===== src/rtl/nnis_fifo.sv =====
`default_nettype none

module nnis_fifo
#(
    parameter int WIDTH = 8,
    parameter int DEPTH = 4
)
(
    input  wire logic             clk,
    input  wire logic             rst_n,
    input  wire logic             push,
    input  wire logic [WIDTH-1:0] push_data,
    input  wire logic             pop,
    output logic [WIDTH-1:0]      pop_data,
    output logic                  full,
    output logic                  not_empty
);

    localparam int PTRW = (DEPTH > 1) ? $clog2(DEPTH) : 1;
    localparam int CNTW = $clog2(DEPTH + 1);

    logic [WIDTH-1:0] entries [DEPTH];
    logic [PTRW-1:0]  wr_ptr_reg;
    logic [PTRW-1:0]  rd_ptr_reg;
    logic [CNTW-1:0]  count_reg;

    assign full      = (count_reg == CNTW'(DEPTH));
    assign not_empty = (count_reg != '0);
    assign pop_data  = entries[rd_ptr_reg];

    always_ff @(posedge clk)
    begin
        if (push)
        begin
            entries[wr_ptr_reg] <= push_data;
        end
    end

    always_ff @(posedge clk or negedge rst_n)
    begin
        if (!rst_n)
        begin
            wr_ptr_reg <= '0;
            rd_ptr_reg <= '0;
            count_reg  <= '0;
        end
        else
        begin
            if (push)
            begin
                wr_ptr_reg <= (wr_ptr_reg == PTRW'(DEPTH - 1)) ? '0 : wr_ptr_reg + PTRW'(1);
            end
            if (pop)
            begin
                rd_ptr_reg <= (rd_ptr_reg == PTRW'(DEPTH - 1)) ? '0 : rd_ptr_reg + PTRW'(1);
            end
            case ({push, pop})
                2'b10:   count_reg <= count_reg + CNTW'(1);
                2'b01:   count_reg <= count_reg - CNTW'(1);
                default: count_reg <= count_reg;
            endcase
        end
    end

endmodule

`default_nettype wire


===== config.mk =====
export PLATFORM = sky130hd
export DESIGN_NAME = nnis_fifo
export DESIGN_NICKNAME = d
export VERILOG_FILES = /design/src/rtl/nnis_fifo.sv
export SDC_FILE = /design/constraint.sdc
export NUM_CORES = 1
export LEC_CHECK = 0
export BUFFER_PORTS_ARGS = -buffer_cell sky130_fd_sc_hd__buf_2
export CORE_MARGIN = 2
export CORE_UTILIZATION = 55
export DETAILED_ROUTE_END_ITERATION = 10
export GPL_ROUTABILITY_DRIVEN = 0
export GPL_TIMING_DRIVEN = 0
export PLACE_DENSITY_LB_ADDON = 0.25
export SLEW_MARGIN = 5
export SYNTH_ARGS = -nofsm -noshare
export SYNTH_HDL_FRONTEND = slang
export SYNTH_SLANG_ARGS = --single-unit
export TNS_END_PERCENT = 1

===== constraint.sdc =====
create_clock -name clk -period 2.5 [get_ports clk]
set_clock_uncertainty 0.2 [all_clocks]
set_input_delay 0.375 -clock clk [delete_from_list [all_inputs] [get_ports clk]]
set_output_delay 0.375 -clock clk [all_outputs]
set_load 0.01 [all_outputs]

==> Word-level counts from Yosys, hierarchy flattened <==
Memories as Yosys holds them, arrays and structs flattened.
Index checks and enable logic that the tools add are counted.
W data, S select, Z words.
{ "classes": {"n_eq_ne": 5, "add_sub_neg": 4, "n_mux": 5, "reduce_logical": 2} }
{ "op_table": {"columns": ["cell", "count"], "rows": [
  ["$eq A2 B2 Y1 const B", 3],
  ["$pmux W3 S2", 1],
  ["$add A2 B1 Y2 const B", 2],
  ["$mux W2", 2],
  ["$add A3 B1 Y3 const B", 1],
  ["$eq A3 B3 Y1 const B", 1],
  ["$reduce_bool A3 Y1", 1],
  ["$sub A3 B1 Y3 const B", 1],
  ["$eq A2 B1 Y1 const B", 1],
  ["$mux W1", 2],
  ["$reduce_bool A2 Y1", 1]
]} }
{ "totals": {"register_bits": 7, "mem_bits_rw": 32, "n_memories": 1, "inputBits": 12, "elab_cells": 20} }
{ "memory_table": {"columns": ["memory", "depth", "width", "read_ports", "rd_clocked_by_memory_dff", "write_ports", "line_no", "rtl"], "rows": [
  ["entries", 4, 8, 1, 0, 1, "22", "logic [WIDTH-1:0] entries [DEPTH];"]
]} }

==> Logic depth before layout (Yosys ltp) <==
{ "depth": {"word_depth": 2, "depth_mapped": 6} }

==> Worst setup path after synthesis <==
OpenSTA, ideal clock, no wires.
{ "synth_timing": {"path_type": "input port to flip-flop", "from": "input port push", "to": "register count_reg[2]", "stages": 6, "n_path_buf": 0, "setup_time_ns": 0.125, "t_required_ns": 2.175, "t_arrival_ns": 1.313, "setup_slack_ns": 0.862, "path_cell_list": "inv_1 > ha_1 > fa_1 > xnor2_1 > nor2_1 > xor2_1"} }
{ "synth_between": {"elab_chain_cells": 2} }
{ "synth_rtl": {"columns": ["element", "line_no", "rtl"], "rows": [
  ["from (decl)", "11", "input wire logic push,"],
  ["$eq A2 B1 Y1 / $eq A2 B2 Y1 (equally long branches)", "57", "case ({push, pop})"],
  ["$pmux W3 S2 / $reduce_bool A2 Y1 (equally long branches)", null, null],
  ["to (signal assigned)", "58", "2'b10: count_reg <= count_reg + CNTW'(1);"],
  ["to (signal assigned)", "59", "2'b01: count_reg <= count_reg - CNTW'(1);"],
  ["to (signal assigned)", "60", "default: count_reg <= count_reg;"],
  ["to (decl)", "25", "logic [CNTW-1:0] count_reg;"]
]} }
Several ways; a longest one is shown, not always the timed one.
A chain may end at the register's enable or synchronous reset.

==> Worst setup path after layout <==
{ "layout_timing": {"from": "register rd_ptr_reg[0]", "to": "output port pop_data[7]"} }
{ "layout_between": {"elab_chain_cells": 1} }
{ "layout_rtl": {"columns": ["element", "line_no", "rtl"], "rows": [
  ["from (decl)", "24", "logic [PTRW-1:0] rd_ptr_reg;"],
  ["from (signal assigned)", "55", "rd_ptr_reg <= (rd_ptr_reg == PTRW'(DEPTH - 1)) ? '0 : rd_ptr_reg + PTRW'(1);"],
  ["$mem_v2 Z4 W8", null, null],
  ["to (decl)", "14", "output logic [WIDTH-1:0] pop_data,"]
]} }
No other way between the ends.

==> metrics.csv <==
stage,metric,value,unit
outcome,status,completed,
sta,Slew headroom,70.8,%
synth,synthesized instance count,77,
hold_path,sink of the worst hold path,entries[2][4]$_DFFE_PP_,
finish,Area growth syn-to-layout,13.0,%
synth,post-synthesis sequential area ratio,72.6,%
cts,CTS Buffer Depth,2,
grt,vias in the first global route,805,
cts,CTS-repair resized insts,0,
setup_path,Required @ worst endpoint,1.92,ns
synth,Synth cell types,17,
synth,Ys Warns,0,
sta,Fin Hold WS,0.0539,ns
routing,final wirelength,2.32,mm
pwr,P per Cell Area,1040,mW/mm²
setup_path,startpoint types,flop,
routing,Iteration-0 DRC Markers,22,
cts,clk sinks,39,
pwr,Final Power,1830,µW
synth,Synth Cell Area,0.00157,mm²
synth,Syn Nets,96,
synth,Post-synth EDFFs,32,
synth,compound-gate portion of the synthesized area,0.639,%
cts,"Hold-fix buffers, CTS",1,
routing,Vias,764,
sta,final hold violations,0,
sta,RSZ-0062 raised after global routing,false,
die,io pins,22,
synth,post-synthesis adder-cell area fraction,6.08,%
hold_path,HP Start,push_data[4],
sta,Worst Max-Slew Pin Slew,0.439,ns
setup_path,"slowest stage cell, crit path",mux4_2,
grt,first-pass GRT wire length,3.76,mm
routing,antenna-violating nets left,0,
placement,Place WS,0.609,ns
die,CORE AREA,0.00273,mm²
synth,"Top FF cell, synth",edfxtp_1,
hold_path,hold path cells,1,
setup_path,Worst Setup End Kind,output pin,
die,FP Rows,19,
sta,count of final setup violators,0,
cts,clock latency on the worst-skew pair,0.33,ns
sta,period utilization,85.7,%
setup_path,reg2reg setup slack,0.88,ns
finish,final net count,125,
placement,DP HPWL,1.65,mm
die,die area,0.00329,mm²
pwr,worst vdd ir,684,µV
placement,port bufs,21,
routing,vias per std cell,5.54,
grt,grt ovf,0,
finish,Largest register FFs,32,
sta,minimum clock period,2.14,ns
synth,synthesized area per cell,20.3,µm²
synth,mux cell area share after synthesis,13.7,%
die,die height,57.3,µm
sta,fmax,0.467,GHz
routing,Pre-Repair DR Iteration Count,4,
grt,initial antenna violation count,0,
synth,fraction of registers with async set/reset,17.9,%
routing,Post-route DRC,0,
synth,Yosys reg bits,39,
setup_path,biggest cell delay along the critical path,0.51,ns
hold_path,HP Class,in -> reg,
sta,setup TNS,0,ns
cts,htree depth,2,
sta,final worst slack,0.357,ns
setup_path,sequence of cells on the critical path,buf_6 -> mux4_2 -> buf_2,
cts,CTS tree,yes,
cts,number of post-CTS setup repair buffers,0,
synth,Post-Synth Simple-Gate Area,3.60,%
setup_path,Register-to-Register Path Depth,3,
die,initial core utilization,57.3,%
grt,GRT Total Usage,16.5,%
synth,largest family of logic cells by synthesized area,multiplexers,
setup_path,reg2reg end,entries[2][0]$_DFFE_PP_,
cts,CTS buffer count,5,
cts,"CTS clk-pin slew, worst paths",0.11,ns
setup_path,"critical path fanouts, max",10,
routing,wire per inst,16.8,µm
finish,layout cell share with drive strength beyond 1,37.4,%
synth,xor/xnor share of the synthesized area,1.68,%
flow_run,max-cap viol count,0,
setup_path,RR Startpoint,wr_ptr_reg[0]$_DFFE_PN0P_,
finish,n_diodes,0,
cts,Root Buffer Master,clkbuf_4,
die,Die Span X,57.3,µm
sta,"Slew Viols, Final",0,
setup_path,Setup CP Type,reg -> out,
pwr,Leakage,0.000668,µW
grt,pin count of the biggest net entering global routing,12,
setup_path,Critical Path AT,1.57,ns
## stage by stage
step                area, µm²  utilization, %  cells
detailed placement       1710            62.5    129
floorplan                1570               -     77
global placement         1710            62.5    129
CTS                      1770            64.7    138
global route             1770            64.7    138
finish                   1770            64.7    138
## synth_stat cells (2+ instances only)
| cell type | count | area share, % |
|---|---|---|
| o21ai_0 | 2 | 0.64 |
| and2_1 | 4 | 1.6 |
| or3_1 | 2 | 0.80 |
| dfrtp_1 | 7 | 11 |
| inv_1 | 3 | 0.72 |
| nor2_1 | 2 | 0.48 |
| xnor2_1 | 2 | 1.1 |
| mux4_2 | 8 | 12 |
| ha_1 | 6 | 4.8 |
| mux2_2 | 3 | 2.2 |
| edfxtp_1 | 32 | 61 |
## placed cells by master (no fill, tap or decap), types with 3 or more instances in the layout
cell type and count:
buf_2 22, edfxtp_1 32, mux2_2 3, ha_1 6
and2_1 4, mux4_2 8, clkbuf_4 5, inv_1 3
dfrtp_1 7
## report_power, final
group / switching (µW) / internal, µW
clock network: 183 / 110
registers: 73.5 / 854
logic: 297 / 316
total: 554 / 1280
## critical path: cells and delay by family, from the launching register on
family | cells | cell delay [ns]
buf+inv | 2 | 0.33
mux | 1 | 0.51
flops | 1 | 0.39
## kinds of logic after synthesis
kind of cell	after synthesis
AO/OA/AOI/OAI	2
XOR/XNOR	3
adder cells (fa/ha/maj)	7
buffers and inverters	5
flip-flops	39
multiplexers	11
AND/OR/NAND/NOR	10
## final cells by class
cell class | count | area, µm²
Buffer | 2 | 16.3
Timing Repair Buffer | 22 | 115
Tap cell | 31 | 38.8
Clock inverter | 1 | 5.00
Clock buffer | 7 | 45.0
Sequential cell | 39 | 1140
Inverter | 3 | 11.3
Fill cell | 199 | 965
Multi-Input combinational cell | 33 | 402
## routing by layer
layer	GRT usage, %	wire (µm)
met5	0	0
met4	6.98	34
met3	6.58	108
met2	27.9	1250
met1	18.6	922
## how the worst max path moves through the flow
stage	start	depth (start not counted)	endpoint
floorplan	push	6	count_reg[2]$_DFFE_PN0P_
global placement	push	7	count_reg[2]$_DFFE_PN0P_
detailed placement	push	7	count_reg[2]$_DFFE_PN0P_
CTS	rd_ptr_reg[0]$_DFFE_PN0P_	3	pop_data[7]
global route	rd_ptr_reg[0]$_DFFE_PN0P_	3	pop_data[7]
finish	rd_ptr_reg[0]$_DFFE_PN0P_	3	pop_data[7]
Power figures use the tool's default switching activity.
