<file path="config.mk">
export PLATFORM = sky130hd
export DESIGN_NAME = nnis_front
export DESIGN_NICKNAME = d
export VERILOG_FILES = /design/src/rtl/nnis_pkg.sv /design/src/rtl/nnis_front.sv
export SDC_FILE = /design/constraint.sdc
export NUM_CORES = 1
export LEC_CHECK = 0
export ABC_AREA = 0
export BUFFER_PORTS_ARGS = -buffer_cell sky130_fd_sc_hd__buf_2
export CAP_MARGIN = 20
export CORE_UTILIZATION = 60
export CTS_BUF_LIST = sky130_fd_sc_hd__clkbuf_16
export CTS_CLUSTER_SIZE = 20
export DETAILED_ROUTE_END_ITERATION = 16
export GPL_TIMING_DRIVEN = 0
export PLACE_DENSITY = 0.93
export SYNTH_ARGS = -nofsm -noshare
export SYNTH_HDL_FRONTEND = slang
export SYNTH_SLANG_ARGS = --single-unit
export TNS_END_PERCENT = 10
</file>
<file path="constraint.sdc">
create_clock -name clk -period 15.2 [get_ports clk]
set_clock_uncertainty 0.2 [all_clocks]
set_input_delay 1.52 -clock clk [delete_from_list [all_inputs] [get_ports clk]]
set_output_delay 1.52 -clock clk [all_outputs]
set_load 0.01 [all_outputs]
</file>
<file path="src/rtl/nnis_pkg.sv">
`default_nettype none

package nnis_pkg;

    typedef enum logic
    {
        REQ_LOAD = 1'b0,
        REQ_EMIT = 1'b1
    } req_kind_t;

    localparam logic [2:0] CFG_SRC_WIDTH  = 3'd0;
    localparam logic [2:0] CFG_SRC_HEIGHT = 3'd1;
    localparam logic [2:0] CFG_DST_WIDTH  = 3'd2;
    localparam logic [2:0] CFG_DST_HEIGHT = 3'd3;
    localparam logic [2:0] CFG_COMPONENTS = 3'd4;

    localparam int QUEUE_DEPTH = 4;

    typedef struct packed
    {
        logic [8:0]  src_width;
        logic [8:0]  src_height;
        logic [12:0] dst_width;
        logic [12:0] dst_height;
        logic [2:0]  components;
    } cfg_t;

    localparam cfg_t CFG_RESET = '{
        src_width:  9'd1,
        src_height: 9'd1,
        dst_width:  13'd1,
        dst_height: 13'd1,
        components: 3'd4
    };

    // zero acts as one, values above the limit act as the limit
    function automatic logic [12:0] clamp_dim(input logic [12:0] v, input logic [16:0] maxv);
        logic [12:0] r;
        if (v == 13'd0)
        begin
            r = 13'd1;
        end
        else if ({4'b0000, v} > maxv)
        begin
            r = maxv[12:0];
        end
        else
        begin
            r = v;
        end
        return r;
    endfunction

    function automatic logic [2:0] clamp_comps(input logic [2:0] v);
        logic [2:0] r;
        if (v == 3'd0)
        begin
            r = 3'd1;
        end
        else if (v > 3'd4)
        begin
            r = 3'd4;
        end
        else
        begin
            r = v;
        end
        return r;
    endfunction

endpackage

`default_nettype wire

</file>
<file path="src/rtl/nnis_front.sv">
`default_nettype none

module nnis_front
    import nnis_pkg::*;
#(
    parameter int MAX_SRC_WIDTH  = 256,
    parameter int MAX_SRC_HEIGHT = 256,
    parameter int MAX_DST_DIM    = 4096,
    parameter int AW             = 16,
    parameter int TW             = 17,
    parameter int CW             = 12,
    parameter int PW             = 48
)
(
    input  wire logic            clk,
    input  wire logic            rst_n,
    input  wire cfg_t            cfg,
    input  wire logic            in_valid,
    output logic                 in_stall,
    input  wire logic            req_type,
    input  wire logic [7:0]      in_c0,
    input  wire logic [7:0]      in_c1,
    input  wire logic [7:0]      in_c2,
    input  wire logic [7:0]      in_c3,
    input  wire logic            q_full,
    output logic                 push,
    output logic [PW+1:0]        push_entry
);

    logic [12:0]   sw_full;
    logic [12:0]   sh_full;
    logic [8:0]    sw;
    logic [8:0]    sh;
    logic [12:0]   dw;
    logic [12:0]   dh;
    logic [17:0]   total_prod;
    logic [TW-1:0] total;
    logic [AW-1:0] load_index_reg;
    logic [AW-1:0] load_index_next;
    logic [AW-1:0] ld_idx;
    logic [TW-1:0] ld_inc;
    logic [CW-1:0] dest_col_reg;
    logic [CW-1:0] dest_col_next;
    logic [CW-1:0] dest_row_reg;
    logic [CW-1:0] dest_row_next;
    logic [CW-1:0] col_cur;
    logic [CW-1:0] row_cur;
    logic [12:0]   col_inc;
    logic [12:0]   row_inc;
    logic          em_last;
    req_kind_t     kind;
    logic          accept;

    assign sw_full = clamp_dim(13'(cfg.src_width), 17'(MAX_SRC_WIDTH));
    assign sh_full = clamp_dim(13'(cfg.src_height), 17'(MAX_SRC_HEIGHT));
    assign sw      = sw_full[8:0];
    assign sh      = sh_full[8:0];
    assign dw      = clamp_dim(cfg.dst_width, 17'(MAX_DST_DIM));
    assign dh      = clamp_dim(cfg.dst_height, 17'(MAX_DST_DIM));

    assign total_prod = 18'(sw) * 18'(sh);
    assign total      = TW'(total_prod);

    assign kind     = req_kind_t'(req_type);
    assign in_stall = q_full;
    assign accept   = in_valid && !q_full;
    assign push     = accept;

    // load address: wraps after the last source pixel
    assign ld_idx = (TW'(load_index_reg) < total) ? load_index_reg : '0;
    assign ld_inc = TW'(ld_idx) + TW'(1);
    assign load_index_next = (ld_inc >= total) ? '0 : ld_inc[AW-1:0];

    // destination raster position
    assign col_cur = (13'(dest_col_reg) >= dw) ? '0 : dest_col_reg;
    assign row_cur = (13'(dest_row_reg) >= dh) ? '0 : dest_row_reg;
    assign em_last = (13'(col_cur) == dw - 13'd1) && (13'(row_cur) == dh - 13'd1);
    assign col_inc = 13'(col_cur) + 13'd1;
    assign row_inc = 13'(row_cur) + 13'd1;

    always_comb
    begin
        if (col_inc >= dw)
        begin
            dest_col_next = '0;
            dest_row_next = (row_inc >= dh) ? '0 : row_inc[CW-1:0];
        end
        else
        begin
            dest_col_next = col_inc[CW-1:0];
            dest_row_next = row_cur;
        end
    end

    always_comb
    begin
        if (kind == REQ_LOAD)
        begin
            push_entry = {kind, 1'b0, PW'({ld_idx, in_c3, in_c2, in_c1, in_c0})};
        end
        else
        begin
            push_entry = {kind, em_last, PW'({col_cur, row_cur})};
        end
    end

    always_ff @(posedge clk or negedge rst_n)
    begin
        if (!rst_n)
        begin
            load_index_reg <= '0;
            dest_col_reg   <= '0;
            dest_row_reg   <= '0;
        end
        else if (accept)
        begin
            if (kind == REQ_LOAD)
            begin
                load_index_reg <= load_index_next;
            end
            else
            begin
                dest_col_reg <= dest_col_next;
                dest_row_reg <= dest_row_next;
            end
        end
    end

endmodule

`default_nettype wire

</file>
==> After elaboration in Yosys (flattened, before gate mapping) <==
Cells that the tools add are included.
{ "word_totals": {"register_bits": 40, "input_bits": 84, "out_inout_bits": 52} }
{ "op_classes": {"addsub": 5, "mul": 1, "n_lt_le_gt_ge": 10, "n_eq_ne": 2, "muxes": 16, "n_bitwise": 1, "n_reduce_logical": 9} }
{ "op_table": {"columns": ["operator", "count"], "rows": [
  ["12-bit 2-to-1 mux", 5],
  ["13-bit 2-to-1 mux", 4],
  ["50-bit 2-to-1 mux", 1],
  ["9-bit 2-to-1 mux", 4],
  ["16-bit 2-to-1 mux", 2],
  ["12-bit by 1-bit adder with 13-bit output (second input constant)", 2],
  ["12-bit by 13-bit equality test with 1-bit output", 2],
  ["12-bit by 13-bit greater-or-equal comparator with 1-bit output", 2],
  ["13-bit greater-or-equal comparator", 2],
  ["13-bit > comparator (second input constant)", 2],
  ["13-bit logical NOT", 2],
  ["13-bit by 1-bit subtractor with 13-bit output (second input constant)", 2],
  ["9-bit > comparator (second input constant)", 2],
  ["9-bit logical NOT", 2],
  ["16-bit by 1-bit adder with 17-bit output (second input constant)", 1],
  ["17-bit greater-or-equal comparator", 1],
  ["16-bit by 17-bit less-than comparator with 1-bit output", 1],
  ["9-bit by 9-bit multiplier with 17-bit output", 1],
  ["2-bit AND reduction", 2],
  ["1-bit logical AND", 2],
  ["1-bit logical NOT", 1],
  ["1-bit inverter", 1]
]} }

==> Longest topological paths before layout <==
{ "depth": {"word_depth": 9, "depth_mapped": 46, "mapped_depth_nobuf": 44} }

==> Worst setup path before layout <==
Ideal clock, no wire load.
{ "synth_timing": {"kind": "input to register", "start": "input cfg[46] (netlist name)", "end": "register load_index_reg[10]", "setup_ns": 0.066, "arrival_ns": 10.115, "t_required_ns": 14.934, "slack_ns": 4.819, "path_stages": 45, "path_buffers": 2, "cell_sequence": "nor4_1 -> a21o_1 -> nand2_1 -> fa_1 -> fa_1 -> inv_1 -> fa_1 -> inv_1 -> fa_1 -> inv_1 -> ha_1 -> a21oi_1 -> o21ai_0 -> a21o_1 -> a21oi_1 -> o21bai_1 -> a21oi_1 -> xor2_1 -> [... 9 more ...] -> inv_1 -> ha_1 -> nand4_1 -> nor3_1 -> nand3_1 -> xor2_1 -> nor2_1 -> ha_1 -> a41oi_1 -> o21ai_0 -> a21oi_1 -> nand3_1 -> maj3_2 -> a21oi_1 -> nand3_1 -> a21oi_2 -> buf_2 -> a22o_1"} }
{ "synth_between": {"elab_chain_cells": 9, "word_cells_on_any_way": 10, "cone_classes": "add/sub: 1; mul: 1; order compare: 3; mux: 4; reduce/logical: 1"} }
{ "synth_rtl": {"columns": ["item", "line", "source"], "rows": [
  ["start, declared", "nnis_front.sv:17", "input wire cfg_t cfg,"],
  ["9-bit > comparator", "nnis_pkg.sv:43", "else if ({4'b0000, v} > maxv)"],
  ["9-bit 2-to-1 mux", "nnis_pkg.sv:43", null],
  ["9-bit 2-to-1 mux *", "nnis_pkg.sv:39", "if (v == 13'd0)"],
  ["9-bit by 9-bit multiplier with 17-bit output *", "nnis_front.sv:61", "assign total_prod = 18'(sw) * 18'(sh);"],
  ["16-bit by 17-bit less-than comparator with 1-bit output", "nnis_front.sv:70", "assign ld_idx = (TW'(load_index_reg) < total) ? load_index_reg : '0;"],
  ["16-bit 2-to-1 mux", "nnis_front.sv:70", null],
  ["16-bit by 1-bit adder with 17-bit output", "nnis_front.sv:71", "assign ld_inc = TW'(ld_idx) + TW'(1);"],
  ["17-bit greater-or-equal comparator", "nnis_front.sv:72", "assign load_index_next = (ld_inc >= total) ? '0 : ld_inc[AW-1:0];"],
  ["16-bit 2-to-1 mux *", "nnis_front.sv:72", null],
  ["end signal, assigned", "nnis_front.sv:119", "load_index_reg <= load_index_next;"],
  ["end, declared", "nnis_front.sv:38", "logic [AW-1:0] load_index_reg;"]
]} }
Every way passes the cells marked *; elsewhere a longest branch is shown, timed or not.
A chain may end at the register's enable or synchronous reset.

==> Worst setup path in the final report <==
{ "layout_timing": {"start": "input cfg[33] (netlist name)", "end": "register load_index_reg[11]"} }
Same word-level chain as after synthesis.

==> results.ini <==
[power_and_ir_drop]
power_frac_seq=0.216
p_switching_mw=0.289
part_of_the_total_power_dissipated_in_combinational_logic=0.609
part_of_the_power_in_the_clock_network=0.175
p_leak_nw=4.92
max-vdd-ir-drop_v=0.0000384
power.density_cell_area_mw_per_mm2=63.4
power_switching_share=0.465
totalPowerFinal_mw=0.620
p_int_mw=0.332

[logic_synthesis]
synth-seq-area-share=0.114
synth_enable_flop_cells=0
async_flop_share=1.00
ys_ff_latch=40
synth_flop_cell=dfrtp_1
synthDominantAreaCellType=ha_1
yosys.area.top_type_share=0.170
postSynthNetCount=1380
synth_top_cells_by_area=ha_1 (17%), dfrtp_1 (11%), fa_1 (11%)
yosysWarningCount=0
synthDistinctLibCells=81
mapped_cell_area_sq_mm=0.00876
syn_avg_cell_area_sq_um=7.76
synthCells=1128

[route]
initialDrtViolationCount=728
routed_via_density=6.21
pre_antenna_drt_iters=7
detailroute.via_count=8985
wl_um=24100
number_of_nets_with_antenna_violations_after_routing=0
drc=0
wl_per_cell_um=16.7

[sta]
setup_repair_after_global_routing_missed_its_margin=no
max-slew-margin-rel=0.379
timing.final.crit_share=0.779
fin_tns_setup_ns=0
timing.fmax_ghz=0.0845
period_needed_ns=11.83
report.final.setup_viol=0
worst_slew_pin_slew_ns=0.932
slew_viol_final=0
hold_viol_final=0

[die]
chipWidth_um=123
core_area_sq_mm=0.0140
standard_cell_row_count=43
die_height_um=123
initial_utilization=0.624
floorplan.die_area_sq_mm=0.0151
pin_count=136

[cts]
cts_htree_levels=2
clk_lat_worst_skew_ns=0.29
cts.path.max_buffers=2
cts_resized=0
tritoncts.num_buffers=5
clkSinkCount=40
post_cts_buffers=0
cts_tree=built
ctsHoldBuffers=0
clkTransAtPathRegs_ns=0.07
root_buf_cell=clkbuf_16

[setup_path]
worst_setup_path_startpoint=cfg[33]
critPathMaxFanout=10
timing_worst_setup_path_type=in2reg
worst-path-buf-inv=8
r2r_slack_ns=8.66
cpLargestDelayFamily=adder cells
critPathMostFrequentCell=inv_1
slowest_delay_ns=0.56
rr_worst_depth=26
critical_path.startpoint_type=primary input
worstReg2RegStart=dest_col_reg[1]
endpoint_class_of_the_critical_path=flop
critical_path_required_ns=15.23
critical_path.reg2reg.endpoint=dest_row_reg[6]
crit_path_top_delay_cell=fa_1
critical_path_arrival_ns=11.87

[min_path]
hp-start=dest_row_reg[0]
worst_hold_path_type=reg2reg
hold_end=dest_row_reg[0]
hold_depth=2

[final_layout]
antenna-diode-count=0
drive_above_1_share=0.142
finish.net_count=1519
final_instance_count_without_filler_cells=1448
fin_util=0.697
largest_reg_flops=16
synthToLayoutAreaGrowth_pct=11.8

[flow_run]
maxCapViolations=0

[run_status]
run_status=completed

[grt]
sum_of_overflow_across_all_layers_after_global_routing=0
grt_max_degree=41
number_of_antenna_violations_at_the_first_check_in_global_routing=0
grt_first_pass_wirelength_um=38800
global_route.usage.total=0.323
via_count_of_the_first_global_routing_pass=8562

[placement]
hpwlAfterDp_um=19600
io_buffer_count=132
dpl.cell_count=1440
finalWeightedCongestion=0.997

-- final cells by class --
| cell class | count | area (sq um) |
|---|---|---|
| Sequential cell | 40 | 1000 |
| Tap cell | 180 | 225 |
| Inverter | 119 | 447 |
| Fill cell | 1122 | 4250 |
| Buffer | 50 | 269 |
| Clock inverter | 3 | 18.8 |
| Timing Repair Buffer | 132 | 661 |
| Multi-Input combinational cell | 919 | 7040 |
| Clock buffer | 5 | 125 |
-- synth_stat cells (7+ instances only) --
cell	number
ha_1	119
inv_1	119
nand2_1	111
nor2_1	108
fa_1	49
o21ai_0	48
xnor2_1	44
a21oi_1	40
dfrtp_1	40
nor2b_1	39
nand3_1	35
nand2b_1	33
clkbuf_1	28
a22o_1	27
and2_1	26
a21o_1	22
nor3_1	21
xor2_1	21
nand4_1	13
nor4_1	13
o22ai_1	13
and3_1	10
o211ai_1	9
buf_1	7
mux2i_1	7
-- kinds of logic after synthesis --
group,count (synthesis),share of synthesized area
xor+xnor,66,0.0677
compound gates,230,0.184
simple gates,443,0.256
mux,11,0.0131
flops,40,0.114
fa+ha+maj,169,0.283
buf+inv,169,0.0817
-- routing by layer --
metal | up-vias | global-route usage | part of all wire
met3 | 99 | 0.0404 | 0.071
met4 | 0 | 0.155 | 0.041
li1 | 4193 | - | -
met1 | 4241 | 0.377 | 0.39
met2 | 452 | 0.583 | 0.50
met5 | - | 0 | 0
-- power by group through the flow --
| stage | logic, mW | registers (mW) | clock network, mW |
|---|---|---|---|
| 2_1_floorplan | 0.265 | 0.130 | 0 |
| 3_3_place_gp | 0.353 | 0.134 | 0 |
| 3_5_place_dp | 0.369 | 0.135 | 0 |
| 4_1_cts | 0.373 | 0.133 | 0.107 |
| 5_1_grt | 0.419 | 0.135 | 0.111 |
| 6_report | 0.378 | 0.134 | 0.109 |
-- worst register-to-register path, delay by kind of cell, from the launching register on --
kind | cells | cell delay [ns]
XOR/XNOR | 1 | 0.20
adder cells (fa/ha/maj) | 3 | 0.90
AO/OA/AOI/OAI | 8 | 1.95
flip-flops | 1 | 0.44
AND/OR/NAND/NOR | 12 | 2.07
buffers and inverters | 2 | 0.73
-- per-stage QoR --
step	hold WS [ns]	setup slack (ns)	instance area [sq um]
after floorplan	0.293	4.82	8760
after global placement	0.333	3.39	9640
after detailed placement	0.351	3.28	9640
after CTS	0.366	3.53	9790
after global routing	0.416	2.61	9790
final	0.364	3.37	9790
-- cell usage in the layout, fill, tap and decap left out, drive strengths merged, types with 7 or more instances in the layout --
cell and instances:
o22ai 13, nand2b 33, a22o 27, inv 119
clkbuf 34, a21o 22, nand4 13, a211oi 7
nor2b 39, dfrtp 40, or3 7, a21oi 41
nand2 111, nand3 35, xnor2 44, ha 119
buf 151, o211ai 9, mux2i 7, fa 49
and2 26, o21ai 48, and3 10, nor3 21
xor2 21, nor4 15, nor2 108
-- worst max-delay path by stage --
stage,end,slack [ns],cells past startpoint
finish,load_index_reg[11],3.37,46
floorplan,load_index_reg[10],4.82,45
CTS,load_index_reg[8],3.53,46
detailed placement,load_index_reg[8],3.28,46
global placement,load_index_reg[12],3.39,46
global route,load_index_reg[12],2.61,46
Note: power is estimated with default switching activity, not from simulation.
